### src/rtl/dpss_pkg.sv
// ----------------------------------------------------------------------------
// Dirty parameter sync scheduler package
// Shared constants, codes and the input item type of the scheduler.
// ----------------------------------------------------------------------------
`default_nettype none

package dpss_pkg;

  localparam int MAX_ENTRIES  = 16;
  localparam int IDX_W        = $clog2(MAX_ENTRIES);
  localparam int ENT_W        = $clog2(MAX_ENTRIES + 1);
  localparam int COUNTER_BITS = 16;
  localparam int CFG_W        = 5;

  localparam logic [ENT_W-1:0] NONE_ENTRY         = ENT_W'(MAX_ENTRIES);
  localparam logic [7:0]       ACK_TYPE_SET_PARAM = 8'h01;

  typedef enum logic [1:0] {
    MODE_TICK     = 2'd0,
    MODE_MARK     = 2'd1,
    MODE_MARK_ALL = 2'd2
  } mode_e;

  typedef enum logic [1:0] {
    RES_NONE = 2'd0,
    RES_OK   = 2'd1,
    RES_FAIL = 2'd2
  } result_e;

  typedef enum logic [1:0] {
    CMD_DONE        = 2'd0,
    CMD_OFFLINE     = 2'd1,
    CMD_VEH_ACTIVE  = 2'd2
  } cmd_status_e;

  localparam logic STAT_OK  = 1'b0;
  localparam logic STAT_ERR = 1'b1;

  typedef struct packed {
    logic [1:0]       mode;
    logic [IDX_W-1:0] param_index;
    logic             link_online;
    logic             control_enabled;
    logic             emergency_stop;
    logic             ack_pending;
    logic [7:0]       ack_kind;
    logic [1:0]       ack_res;
    logic             ack_stat;
    logic             send_accepted;
  } item_t;

endpackage

`default_nettype wire

### src/rtl/dpss_in_reg.sv
// ----------------------------------------------------------------------------
// Input register
// Holds one accepted item until the scheduler engine takes it.
// ----------------------------------------------------------------------------
`default_nettype none

module dpss_in_reg (
  input  wire                 clk_i,
  input  wire                 rst_ni,
  input  wire                 in_valid_i,
  output logic                in_ready_o,
  input  wire dpss_pkg::item_t item_i,
  output logic                item_valid_o,
  output dpss_pkg::item_t     item_o,
  input  wire                 item_take_i
);
  import dpss_pkg::*;

  logic  valid_q;
  item_t item_q;

  // The register can load when it is empty or its item leaves in this cycle.
  assign in_ready_o   = !valid_q || item_take_i;
  assign item_valid_o = valid_q;
  assign item_o       = item_q;

  always_ff @(posedge clk_i or negedge rst_ni) begin
    if (!rst_ni) begin
      valid_q <= 1'b0;
    end else if (in_ready_o) begin
      valid_q <= in_valid_i;
    end
  end

  always_ff @(posedge clk_i) begin
    if (in_ready_o && in_valid_i) begin
      item_q <= item_i;
    end
  end

endmodule

`default_nettype wire

### src/rtl/dpss_engine.sv
// ----------------------------------------------------------------------------
// Scheduler engine
// Dirty bits, send state and counters, updated once per item, with the
// result register on the output side.
// ----------------------------------------------------------------------------
`default_nettype none

module dpss_engine #(
  parameter int CntW = dpss_pkg::COUNTER_BITS
) (
  input  wire                          clk_i,
  input  wire                          rst_ni,
  input  wire [dpss_pkg::CFG_W-1:0]    entry_count_i,
  input  wire                          item_valid_i,
  input  wire dpss_pkg::item_t         item_i,
  output logic                         item_take_o,
  output logic                         out_valid_o,
  input  wire                          out_ready_i,
  output logic                         send_valid_o,
  output logic [dpss_pkg::IDX_W-1:0]   send_index_o,
  output logic                         busy_sending_o,
  output logic [dpss_pkg::ENT_W-1:0]   inflight_index_o,
  output logic [dpss_pkg::ENT_W-1:0]   failed_index_o,
  output logic [1:0]                   result_code_o,
  output logic                         status_code_o,
  output logic [dpss_pkg::ENT_W-1:0]   pending_total_o,
  output logic [CntW-1:0]              ok_total_o,
  output logic [CntW-1:0]              fail_total_o,
  output logic [CntW-1:0]              send_total_o,
  output logic [1:0]                   command_status_o
);
  import dpss_pkg::*;

  // Architectural state.
  logic [MAX_ENTRIES-1:0] dirty_q, dirty_d;
  logic                   sending_q, sending_d;
  logic [ENT_W-1:0]       active_q, active_d;
  logic [ENT_W-1:0]       failed_q, failed_d;
  logic [1:0]             last_res_q, last_res_d;
  logic                   last_stat_q, last_stat_d;
  logic [CntW-1:0]        ok_cnt_q, ok_cnt_d;
  logic [CntW-1:0]        fail_cnt_q, fail_cnt_d;
  logic [CntW-1:0]        send_cnt_q, send_cnt_d;

  // Result register.
  logic                   out_valid_q;
  logic                   send_valid_q, send_valid_d;
  logic [IDX_W-1:0]       send_index_q, send_index_d;
  logic [ENT_W-1:0]       pending_q, pending_d;
  logic [1:0]             cmd_q, cmd_d;

  logic [ENT_W-1:0]       used_n;
  logic [MAX_ENTRIES-1:0] in_use;
  logic [MAX_ENTRIES-1:0] cand;
  logic                   cand_found;
  logic [IDX_W-1:0]       cand_idx;
  logic                   can_edit;
  logic                   ack_taken;
  logic                   active_in_use;

  assign item_take_o = item_valid_i && (!out_valid_q || out_ready_i);

  // A count above the table size acts as the table size.
  assign used_n = (entry_count_i > CFG_W'(MAX_ENTRIES)) ? NONE_ENTRY
                                                        : ENT_W'(entry_count_i);

  always_comb begin
    for (int i = 0; i < MAX_ENTRIES; i++) begin
      in_use[i] = (ENT_W'(i) < used_n);
    end
  end

  assign cand = dirty_q & in_use;

  // Lowest dirty entry in use.
  always_comb begin
    cand_found = 1'b0;
    cand_idx   = '0;
    for (int i = MAX_ENTRIES - 1; i >= 0; i--) begin
      if (cand[i]) begin
        cand_found = 1'b1;
        cand_idx   = IDX_W'(i);
      end
    end
  end

  assign can_edit      = item_i.link_online &&
                         (!item_i.control_enabled || item_i.emergency_stop);
  assign ack_taken     = !item_i.ack_pending && (item_i.ack_kind == ACK_TYPE_SET_PARAM) &&
                         (item_i.ack_res != RES_NONE);
  assign active_in_use = (active_q < used_n);

  always_comb begin
    dirty_d      = dirty_q;
    sending_d    = sending_q;
    active_d     = active_q;
    failed_d     = failed_q;
    last_res_d   = last_res_q;
    last_stat_d  = last_stat_q;
    ok_cnt_d     = ok_cnt_q;
    fail_cnt_d   = fail_cnt_q;
    send_cnt_d   = send_cnt_q;
    send_valid_d = 1'b0;
    send_index_d = '0;
    cmd_d        = CMD_DONE;

    case (item_i.mode)
      MODE_MARK: begin
        if ({1'b0, item_i.param_index} < used_n) begin
          dirty_d[item_i.param_index] = 1'b1;
        end
      end
      MODE_MARK_ALL: begin
        if (!item_i.link_online) begin
          cmd_d = CMD_OFFLINE;
        end else if (!can_edit) begin
          cmd_d = CMD_VEH_ACTIVE;
        end else begin
          dirty_d = dirty_q | in_use;
        end
      end
      MODE_TICK: begin
        if (sending_q) begin
          if (ack_taken) begin
            // A result code of three counts as a failure.
            last_res_d  = (item_i.ack_res == RES_OK) ? RES_OK : RES_FAIL;
            last_stat_d = item_i.ack_stat;
            if (active_in_use) begin
              dirty_d[active_q[IDX_W-1:0]] = 1'b0;
            end
            if ((item_i.ack_res == RES_OK) && (item_i.ack_stat == STAT_OK) &&
                active_in_use) begin
              ok_cnt_d = ok_cnt_q + CntW'(1);
            end else begin
              failed_d   = active_q;
              fail_cnt_d = fail_cnt_q + CntW'(1);
            end
            sending_d = 1'b0;
            active_d  = NONE_ENTRY;
          end
        end else if (can_edit && !item_i.ack_pending && cand_found) begin
          send_valid_d = 1'b1;
          send_index_d = cand_idx;
          last_stat_d  = STAT_ERR;
          if (item_i.send_accepted) begin
            sending_d  = 1'b1;
            active_d   = {1'b0, cand_idx};
            last_res_d = RES_NONE;
            send_cnt_d = send_cnt_q + CntW'(1);
          end else begin
            // A refused send drops the entry and is logged as a failure.
            dirty_d[cand_idx] = 1'b0;
            failed_d          = {1'b0, cand_idx};
            last_res_d        = RES_FAIL;
            fail_cnt_d        = fail_cnt_q + CntW'(1);
          end
        end
      end
      default: begin
      end
    endcase
  end

  // Dirty entries in use after this item.
  always_comb begin
    pending_d = '0;
    for (int i = 0; i < MAX_ENTRIES; i++) begin
      pending_d = pending_d + ENT_W'(dirty_d[i] && in_use[i]);
    end
  end

  always_ff @(posedge clk_i or negedge rst_ni) begin
    if (!rst_ni) begin
      dirty_q     <= '0;
      sending_q   <= 1'b0;
      active_q    <= NONE_ENTRY;
      failed_q    <= NONE_ENTRY;
      last_res_q  <= RES_NONE;
      last_stat_q <= STAT_OK;
      ok_cnt_q    <= '0;
      fail_cnt_q  <= '0;
      send_cnt_q  <= '0;
      out_valid_q <= 1'b0;
    end else begin
      if (item_take_o) begin
        dirty_q     <= dirty_d;
        sending_q   <= sending_d;
        active_q    <= active_d;
        failed_q    <= failed_d;
        last_res_q  <= last_res_d;
        last_stat_q <= last_stat_d;
        ok_cnt_q    <= ok_cnt_d;
        fail_cnt_q  <= fail_cnt_d;
        send_cnt_q  <= send_cnt_d;
        out_valid_q <= 1'b1;
      end else if (out_ready_i) begin
        out_valid_q <= 1'b0;
      end
    end
  end

  always_ff @(posedge clk_i) begin
    if (item_take_o) begin
      send_valid_q <= send_valid_d;
      send_index_q <= send_index_d;
      pending_q    <= pending_d;
      cmd_q        <= cmd_d;
    end
  end

  assign out_valid_o      = out_valid_q;
  assign send_valid_o     = send_valid_q;
  assign send_index_o     = send_index_q;
  assign busy_sending_o   = sending_q;
  assign inflight_index_o = active_q;
  assign failed_index_o   = failed_q;
  assign result_code_o    = last_res_q;
  assign status_code_o    = last_stat_q;
  assign pending_total_o  = pending_q;
  assign ok_total_o       = ok_cnt_q;
  assign fail_total_o     = fail_cnt_q;
  assign send_total_o     = send_cnt_q;
  assign command_status_o = cmd_q;

endmodule

`default_nettype wire

### src/rtl/dirty_param_sync_scheduler_core.sv
// ----------------------------------------------------------------------------
// Dirty parameter sync scheduler
// Tracks dirty shadowed parameters and issues one send at a time to a peer.
//
//   Channel  Direction  Handshake                  Payload
//   cfg      in         cfg_valid_i / cfg_ready_o  cfg_data_i (entry count)
//   in       in         in_valid_i / in_ready_o    mode_i .. send_accepted_i
//   out      out        out_valid_o / out_ready_i  send_valid_o .. command_status_o
//
// One item is accepted per cycle while the output is not stalled. Each item
// waits in the input register; the engine takes it and registers its result.
// A stalled output holds the result and the input register, which then fills
// and drops in_ready_o. Reset clears all dirty bits, counters and send state.
// The configuration port is always ready.
// ----------------------------------------------------------------------------
`default_nettype none

module dirty_param_sync_scheduler_core #(
  parameter int CounterBits = dpss_pkg::COUNTER_BITS
) (
  input  wire                          clk_i,
  input  wire                          rst_ni,
  input  wire                          cfg_valid_i,
  output logic                         cfg_ready_o,
  input  wire [dpss_pkg::CFG_W-1:0]    cfg_data_i,
  input  wire                          in_valid_i,
  output logic                         in_ready_o,
  input  wire [1:0]                    mode_i,
  input  wire [dpss_pkg::IDX_W-1:0]    param_index_i,
  input  wire                          link_online_i,
  input  wire                          control_enabled_i,
  input  wire                          emergency_stop_i,
  input  wire                          ack_pending_i,
  input  wire [7:0]                    ack_type_i,
  input  wire [1:0]                    ack_result_i,
  input  wire                          ack_status_i,
  input  wire                          send_accepted_i,
  output logic                         out_valid_o,
  input  wire                          out_ready_i,
  output logic                         send_valid_o,
  output logic [dpss_pkg::IDX_W-1:0]   send_index_o,
  output logic                         busy_sending_o,
  output logic [dpss_pkg::ENT_W-1:0]   inflight_index_o,
  output logic [dpss_pkg::ENT_W-1:0]   failed_index_o,
  output logic [1:0]                   result_code_o,
  output logic                         status_code_o,
  output logic [dpss_pkg::ENT_W-1:0]   pending_total_o,
  output logic [CounterBits-1:0]       ok_total_o,
  output logic [CounterBits-1:0]       fail_total_o,
  output logic [CounterBits-1:0]       send_total_o,
  output logic [1:0]                   command_status_o
);
  import dpss_pkg::*;

  logic [CFG_W-1:0] entry_count_q;
  item_t            in_item;
  item_t            reg_item;
  logic             reg_valid;
  logic             reg_take;

  assign cfg_ready_o = 1'b1;

  always_ff @(posedge clk_i or negedge rst_ni) begin
    if (!rst_ni) begin
      entry_count_q <= '0;
    end else if (cfg_valid_i) begin
      entry_count_q <= cfg_data_i;
    end
  end

  always_comb begin
    in_item.mode            = mode_i;
    in_item.param_index     = param_index_i;
    in_item.link_online     = link_online_i;
    in_item.control_enabled = control_enabled_i;
    in_item.emergency_stop  = emergency_stop_i;
    in_item.ack_pending     = ack_pending_i;
    in_item.ack_kind        = ack_type_i;
    in_item.ack_res         = ack_result_i;
    in_item.ack_stat        = ack_status_i;
    in_item.send_accepted   = send_accepted_i;
  end

  dpss_in_reg u_in_reg (
    .clk_i        (clk_i),
    .rst_ni       (rst_ni),
    .in_valid_i   (in_valid_i),
    .in_ready_o   (in_ready_o),
    .item_i       (in_item),
    .item_valid_o (reg_valid),
    .item_o       (reg_item),
    .item_take_i  (reg_take)
  );

  dpss_engine #(
    .CntW (CounterBits)
  ) u_engine (
    .clk_i            (clk_i),
    .rst_ni           (rst_ni),
    .entry_count_i    (entry_count_q),
    .item_valid_i     (reg_valid),
    .item_i           (reg_item),
    .item_take_o      (reg_take),
    .out_valid_o      (out_valid_o),
    .out_ready_i      (out_ready_i),
    .send_valid_o     (send_valid_o),
    .send_index_o     (send_index_o),
    .busy_sending_o   (busy_sending_o),
    .inflight_index_o (inflight_index_o),
    .failed_index_o   (failed_index_o),
    .result_code_o    (result_code_o),
    .status_code_o    (status_code_o),
    .pending_total_o  (pending_total_o),
    .ok_total_o       (ok_total_o),
    .fail_total_o     (fail_total_o),
    .send_total_o     (send_total_o),
    .command_status_o (command_status_o)
  );

endmodule

`default_nettype wire

### config.mk
export PLATFORM = sky130hd
export DESIGN_NAME = dirty_param_sync_scheduler_core
export DESIGN_NICKNAME = d
export VERILOG_FILES = /design/src/rtl/dpss_pkg.sv /design/src/rtl/dpss_in_reg.sv /design/src/rtl/dpss_engine.sv /design/src/rtl/dirty_param_sync_scheduler_core.sv
export SDC_FILE = /design/constraint.sdc
export NUM_CORES = 1
export LEC_CHECK = 0
export BUFFER_PORTS_ARGS = -buffer_cell sky130_fd_sc_hd__buf_2
export CAP_MARGIN = 20
export CORE_MARGIN = 4
export CORE_UTILIZATION = 54
export CTS_CLUSTER_DIAMETER = 150
export DETAILED_ROUTE_END_ITERATION = 12
export GPL_TIMING_DRIVEN = 1
export PLACE_DENSITY = 0.8
export SLEW_MARGIN = 25
export SYNTH_ARGS = -nofsm -noshare
export SYNTH_HDL_FRONTEND = slang
export SYNTH_SLANG_ARGS = --single-unit
### constraint.sdc
create_clock -name clk_i -period 8.9 [get_ports clk_i]
set_clock_uncertainty 0.1 [all_clocks]
set_input_delay 1.335 -clock clk_i [delete_from_list [all_inputs] [get_ports clk_i]]
set_output_delay 1.335 -clock clk_i [all_outputs]
set_load 0.005 [all_outputs]
# Yosys cells after proc, flatten, opt, wreduce, memory -nomap -nowiden
# Cells that the tools add are included.
[totals]
elab_cells = 216
ff_bits = 119
[op_classes]
n_eq_ne = 7
n_lt_le_gt_ge = 25
addsub = 18
n_bitwise = 11
n_reduce_logical = 49
n_mux = 79
[ops]
columns = ["op", "n"]
rows = [
  ["16-bit two-way mux", 13],
  ["5-bit by 1-bit adder with 5-bit output", 14],
  ["4-bit two-way mux", 16],
  ["5-bit two-way mux", 10],
  ["16-bit by 1-bit adder with 16-bit output (second input constant)", 3],
  ["16-bit AND", 3],
  ["16-bit case mux with 3 select lines", 1],
  ["4-bit by 5-bit less-than comparator with 1-bit output (first input constant)", 8],
  ["16-bit NOT", 2],
  ["16-bit OR", 2],
  ["1-bit two-way mux", 30],
  ["1-bit logical AND", 28],
  ["3-bit by 5-bit less-than comparator with 1-bit output (first input constant)", 4],
  ["4-bit by 5-bit less-than comparator with 1-bit output (second input constant)", 3],
  ["5-bit AND reduction", 3],
  ["1-bit demux with 4-bit select", 3],
  ["4-bit by 1-bit >= comparator with 1-bit output (second input constant)", 3],
  ["2-bit two-way mux", 6],
  ["1-bit by 5-bit less-than comparator with 1-bit output (first input constant)", 2],
  ["2-bit by 5-bit less-than comparator with 1-bit output (first input constant)", 2],
  ["8-bit by 1-bit equality test with 1-bit output (second input constant)", 1],
  ["2-bit nonzero test", 4],
  ["6-bit AND reduction", 1],
  ["5-bit greater-than comparator (second input constant)", 1],
  ["15 further kinds", 26],
]

# Logic depth before layout (Yosys ltp)
[depth]
depth_word = 46
ltp_mapped = 26

# By module
# Synthesis repeated with hierarchy kept, for this count alone.
[hier_totals]
cells_unflattened = 698
area_unflattened_um2 = 7168.1
[modules_own_cells]
columns = ["mod", "area_per_inst_um2", "instances", "cells_each", "seq_area_each_um2"]
rows = [
  ["dpss_engine", 6261.0, 1, 660, 2339.7],
  ["dpss_in_reg", 714.4, 1, 26, 685.7],
  ["dirty_param_sync_scheduler_core", 192.7, 1, 12, 125.1],
]

# Least setup slack after synthesis
# No wires, ideal clock.
[synth_path]
path_type = "register to register"
startpoint = "register entry_count_q[4]"
endpoint = "register u_engine.pending_q[4] (netlist: u_engine.pending_total_o[4]), data pin"
slack_ns = 2.416
path_buffers = 3
stages_incl_launch_ff = 25
setup_time_ns = 0.255
arrival_ns = 6.129
cell_sequence = "dfrtp_1 clkbuf_1 buf_2 buf_2 clkinv_1 nand2_1 ha_1 o21ai_0 o21ai_1 a211o_1 or3_1 nor2_1 o21ai_1 o221a_2 ha_1 inv_1 fa_1 fa_1 fa_1 inv_1 fa_1 fa_1 fa_1 a21oi_1 nor2b_1"
[synth_between]
elab_chain_len = 46
word_cells_on_any_way = 102
cone_classes = "add/sub (15); order compare (21); mux (44); bitwise (4); reduce/logical (18)"
[synth_lines]
columns = ["item", "line_no", "rtl"]
rows = [
  ["start: declaration", "dirty_param_sync_scheduler_core.sv:55", "logic [CFG_W-1:0] entry_count_q;"],
  ["start signal: assignment", "dirty_param_sync_scheduler_core.sv:67", "entry_count_q <= cfg_data_i;"],
  ["5-bit greater-than comparator", "dpss_engine.sv:64", "assign used_n = (entry_count_i > CFG_W'(MAX_ENTRIES)) ? NONE_ENTRY"],
  ["5-bit two-way mux *", "dpss_engine.sv:64", ""],
  ["4-bit by 5-bit less-than comparator with 1-bit output", "dpss_engine.sv:69", "in_use[i] = (ENT_W'(i) < used_n);"],
  ["16-bit AND", "dpss_engine.sv:73", "assign cand = dirty_q & in_use;"],
  ["4-bit two-way mux (16 in series)", "dpss_engine.sv:80", "if (cand[i]) begin"],
  ["4-bit by 5-bit less-than comparator with 1-bit output (not written as such) / 4-bit by 1-bit >= comparator with 1-bit output (equally long branches)", "dpss_engine.sv:152", "dirty_d[cand_idx] = 1'b0;"],
  ["1-bit logical AND (not written as such)", "dpss_engine.sv:152", ""],
  ["1-bit two-way mux (not written as such)", "dpss_engine.sv:152", ""],
  ["[... 4 more ...]", "-", ""],
  ["16-bit two-way mux", "dpss_engine.sv:141", "end else if (can_edit && !item_i.ack_pending && cand_found) begin"],
  ["16-bit two-way mux", "dpss_engine.sv:123", "if (sending_q) begin"],
  ["16-bit case mux with 3 select lines", "dpss_engine.sv:107", "case (item_i.mode)"],
  ["1-bit logical AND", "dpss_engine.sv:168", "pending_d = pending_d + ENT_W'(dirty_d[i] && in_use[i]);"],
  ["1-bit by 1-bit adder with 2-bit output", "dpss_engine.sv:168", ""],
  ["5-bit by 1-bit adder with 5-bit output (13 in series)", "dpss_engine.sv:168", ""],
  ["5-bit by 1-bit adder with 5-bit output *", "dpss_engine.sv:168", ""],
  ["named net u_engine.pending_d[4]", "dpss_engine.sv:49", "logic [ENT_W-1:0] pending_q, pending_d;"],
  ["end signal: assignment", "dpss_engine.sv:206", "pending_q <= pending_d;"],
  ["end: declaration", "dpss_engine.sv:49", ""],
]
# Mark *: on every way through the listed nets, which the timed path passes. The rest lies on a longest branch.
# A chain may end at the register's enable or synchronous reset.

# Final worst setup path
# Ends and elaborated chain as after synthesis.

==> flow_summary.toml <==
[power_and_ir_drop]
p_leak_nw = 3.68
seq_power_share_pct = 35.1
ir_drop_v = 0.000214
switching_power_mw = 0.743
sw_frac_of_total_pct = 34.5
combPwrFrac_pct = 30.1
p_per_area_nw_per_um2 = 256
p_int_mw = 1.41
clkPwrFrac_pct = 34.9

[critical_path]
crit_top_cell = "fa_1"
startpoint_type = "flip-flop"
crit_chain = "clkinv_1, nand2_1, ha_1, o21ai_0, nand2b_1, a211o_1, or3_1, nor2_1, o21ai_1, o221a_2, ha_1, inv_1, fa_1, fa_1, fa_1, inv_1, fa_1, fa_1, fa_1, a21oi_1, nor2b_1"
critPathTopFamily = "adder cells"
crit_fanout = 27
slowest_stage = "dfrtp_1"
cp_data_required_time_ns = 8.99
cp-end-kind = "flip-flop"
crit_arrival_ns = 7.48
critPathBufInv = 3
cpPeakStageDelay_ns = 0.99
critical_path_class = "reg -> reg"

[yosys]
async_flop_share_pct = 71.4
synth-seq-cells = 119
avgSynthCellArea_um2 = 9.65
synth_top_area_share_pct = 29.0
synth_top_area_cell = "dfrtp_1"
synth_sequential_area_ratio_pct = 44.0
synth_area_um2 = 7160
synth_area_leaders = "dfrtp_1 29%, edfxtp_1 14%, xnor2_1 3.5%"
synthDistinctLibCells = 78
synth_common_cells = "83 x dfrtp_1, 57 x nor2_1, 55 x nand2_1, 36 x nand3_1, 35 x clkbuf_1"
synthCells = 742
synth-main-ff-cell = "dfrtp_1"
synth-edff-count = 34
syn-num-nets = 799
ys_warn_count = 0
yosysMostFrequentCell = "dfrtp_1"

[cells_and_area]
fin_cells = 1012
drive_gt1_share_pct = 19.3
multi_input_comb_area_um2 = 3740
nFillCells = 1050
nNetsFinal = 884
syn2layout_area_growth_pct = 17.4
antenna_cells = 0
fin_util_pct = 65.8
seq_area_um2 = 3150

[floorplanning]
die_h_um = 123
die_w_um = 123
io_pins = 109
start_util_pct = 56.0
core_um2 = 12800
row_count = 41
die_area_um2 = 15200

[clock_network]
root_buffer = "clkbuf_16"
clkSinkCount = 119
cts-buffers-inserted = 17
postCtsHoldBufs = 0
insertion_delay_ns = 0.43
clk_path_buf_depth = 2
clk_pin_slew_worst_paths_ns = 0.07
htreeDepth = 4
postCtsSetupBuffers = 0
ctsResizeCount = 0
tritoncts = "built"

[global_route]
first_global_vias = 6319
globalRouteTotalUtil_pct = 30.9
antenna_found_initial = 0
grt_pass1_wl_mm = 35.2
grt_overflow_total = 0
grt_max_degree = 64

[sta]
min_period_ns = 7.39
timing.hold.ws_ns = 0.373
tightest_slew_ns = 0.993
finalHoldViolations = 0
setup_tns_ns = 0
period_share_pct = 83.1
fmax_mhz = 135
rsz0062_at_grt = "false"
finalSetupViolations = 0
maxSlewViolCount = 0
slew_headroom_pct = 33.5

[detailed_routing]
firstDrtPassIters = 6
via_per_inst = 6.53
drc = 0
vias = 6611
drtIter0Drc = 773
wl_per_cell_um = 22.7
ant_nets = 0
wl_mm = 23.0

[place]
gp_congestion = 1.06
numPortBuffers = 107
dp_hpwl_mm = 16.3
dp.cells = 980

[run_status]
status = "completed"

[run]
drv_cap = 0

[min_path]
min_path_type = "reg -> reg"
## power by group through the flow
stage / Combinational (mW) / Clock, mW / Sequential (mW)
after global routing: 0.747 / 0.777 / 0.760
final: 0.648 / 0.750 / 0.755
after detailed placement: 0.638 / 0 / 0.758
after global placement: 0.622 / 0 / 0.756
after CTS: 0.644 / 0.752 / 0.749
after floorplan: 0.491 / 0 / 0.706
## worst register-to-register path, cell delays in order, from the launching register on
cell	delay (ns)
dfrtp_1	0.99
clkinv_1	0.54
nand2_1	0.23
ha_1	0.24
o21ai_0	0.21
nand2b_1	0.16
a211o_1	0.37
or3_1	0.35
nor2_1	0.13
o21ai_1	0.09
o221a_2	0.15
ha_1	0.28
inv_1	0.06
fa_1	0.50
fa_1	0.53
fa_1	0.54
inv_1	0.05
fa_1	0.50
fa_1	0.47
fa_1	0.41
a21oi_1	0.19
nor2b_1	0.07
## routing by layer
metal	part of all wire (%)	track usage, %
met1	40	41.7
met2	45	45.7
met3	11	10.8
met4	2.9	12.0
met5	0	0
## path summary, 6_finish.rpt
| kind | start | to | slack [ns] | cells after the start |
|---|---|---|---|---|
| max | entry_count_q[4] | u_engine.pending_total_o[4] | 1.51 | 21 |
| min | u_engine.send_total_o[15] | u_engine.send_total_o[15] | 0.37 | 1 |
| max reg2reg | entry_count_q[4] | u_engine.pending_total_o[4] | 1.51 | 21 |
| min reg2reg | u_engine.send_total_o[15] | u_engine.send_total_o[15] | 0.37 | 1 |
| max in group asynchronous | rst_ni | u_engine.failed_index_o[2] | 6.86 | 2 |
| min in group asynchronous | rst_ni | u_engine.dirty_q[8] | 0.71 | 1 |
## sequential cells by signal, summed over array words and instances (netlist names)
name	flops
u_engine.send_index_o	4
u_engine.pending_total_o	5
u_engine.busy_sending_o	1
u_engine.send_valid_o	1
entry_count_q	5
u_engine.command_status_o	2
u_engine.out_valid_o	1
u_engine.failed_index_o	5
u_engine.fail_total_o	16
u_engine.status_code_o	1
u_engine.result_code_o	2
u_engine.inflight_index_o	5
u_engine.send_total_o	16
u_engine.dirty_q	16
u_in_reg.item_valid_o	1
u_engine.ok_total_o	16
u_in_reg.item_o	22
## stage by stage
stage	setup slack (ns)	area, um^2	power, mW
final	1.51	8400	2.15
after global routing	1.15	8400	2.28
after CTS	1.61	8400	2.15
after detailed placement	1.61	7760	1.40
after global placement	1.74	7760	1.38
after floorplan	2.42	7160	1.20
## final cells by class
cell class	instances	area share, %
clock inverter	12	1.89
clock buffer	20	5.70
sequential	119	37.5
timing repair buffer	111	6.76
inverter	24	1.07
multi-input combinational	554	44.5
tap	172	2.56
## placed cells by master (no fill, tap or decap), types with 10 or more instances in the layout
| cell | count |
|---|---|
| nor3_1 | 15 |
| a21oi_1 | 29 |
| xor2_1 | 18 |
| o22ai_1 | 10 |
| o21ai_1 | 19 |
| a21o_1 | 10 |
| o211ai_1 | 10 |
| clkbuf_16 | 19 |
| nor2_1 | 57 |
| nand2_1 | 55 |
| o21ai_0 | 25 |
| nand2b_1 | 10 |
| edfxtp_1 | 34 |
| nor4_1 | 11 |
| inv_1 | 23 |
| o21a_1 | 11 |
| nand4_1 | 17 |
| nand3_1 | 36 |
| xnor2_1 | 29 |
| buf_2 | 106 |
| dfrtp_1 | 83 |
| nor2b_1 | 10 |
| fa_1 | 10 |
| ha_1 | 15 |
| and3_1 | 13 |
## cells by family (layout without fill, tap and decap cells)
logic type / Yosys count / after routing / share of synthesized area, %
other: 1 / 1 / 0.0524
AOI/OAI and AO/OA: 203 / 203 / 20.3
buffers and inverters: 69 / 167 / 3.78
DFF: 119 / 119 / 44.0
xor gates and xnor gates: 47 / 47 / 5.75
adders and majority gates: 25 / 25 / 5.42
muxes: 6 / 6 / 0.944
and+or+nand+nor: 272 / 272 / 19.7
Note: power is estimated with default switching activity, not from simulation.
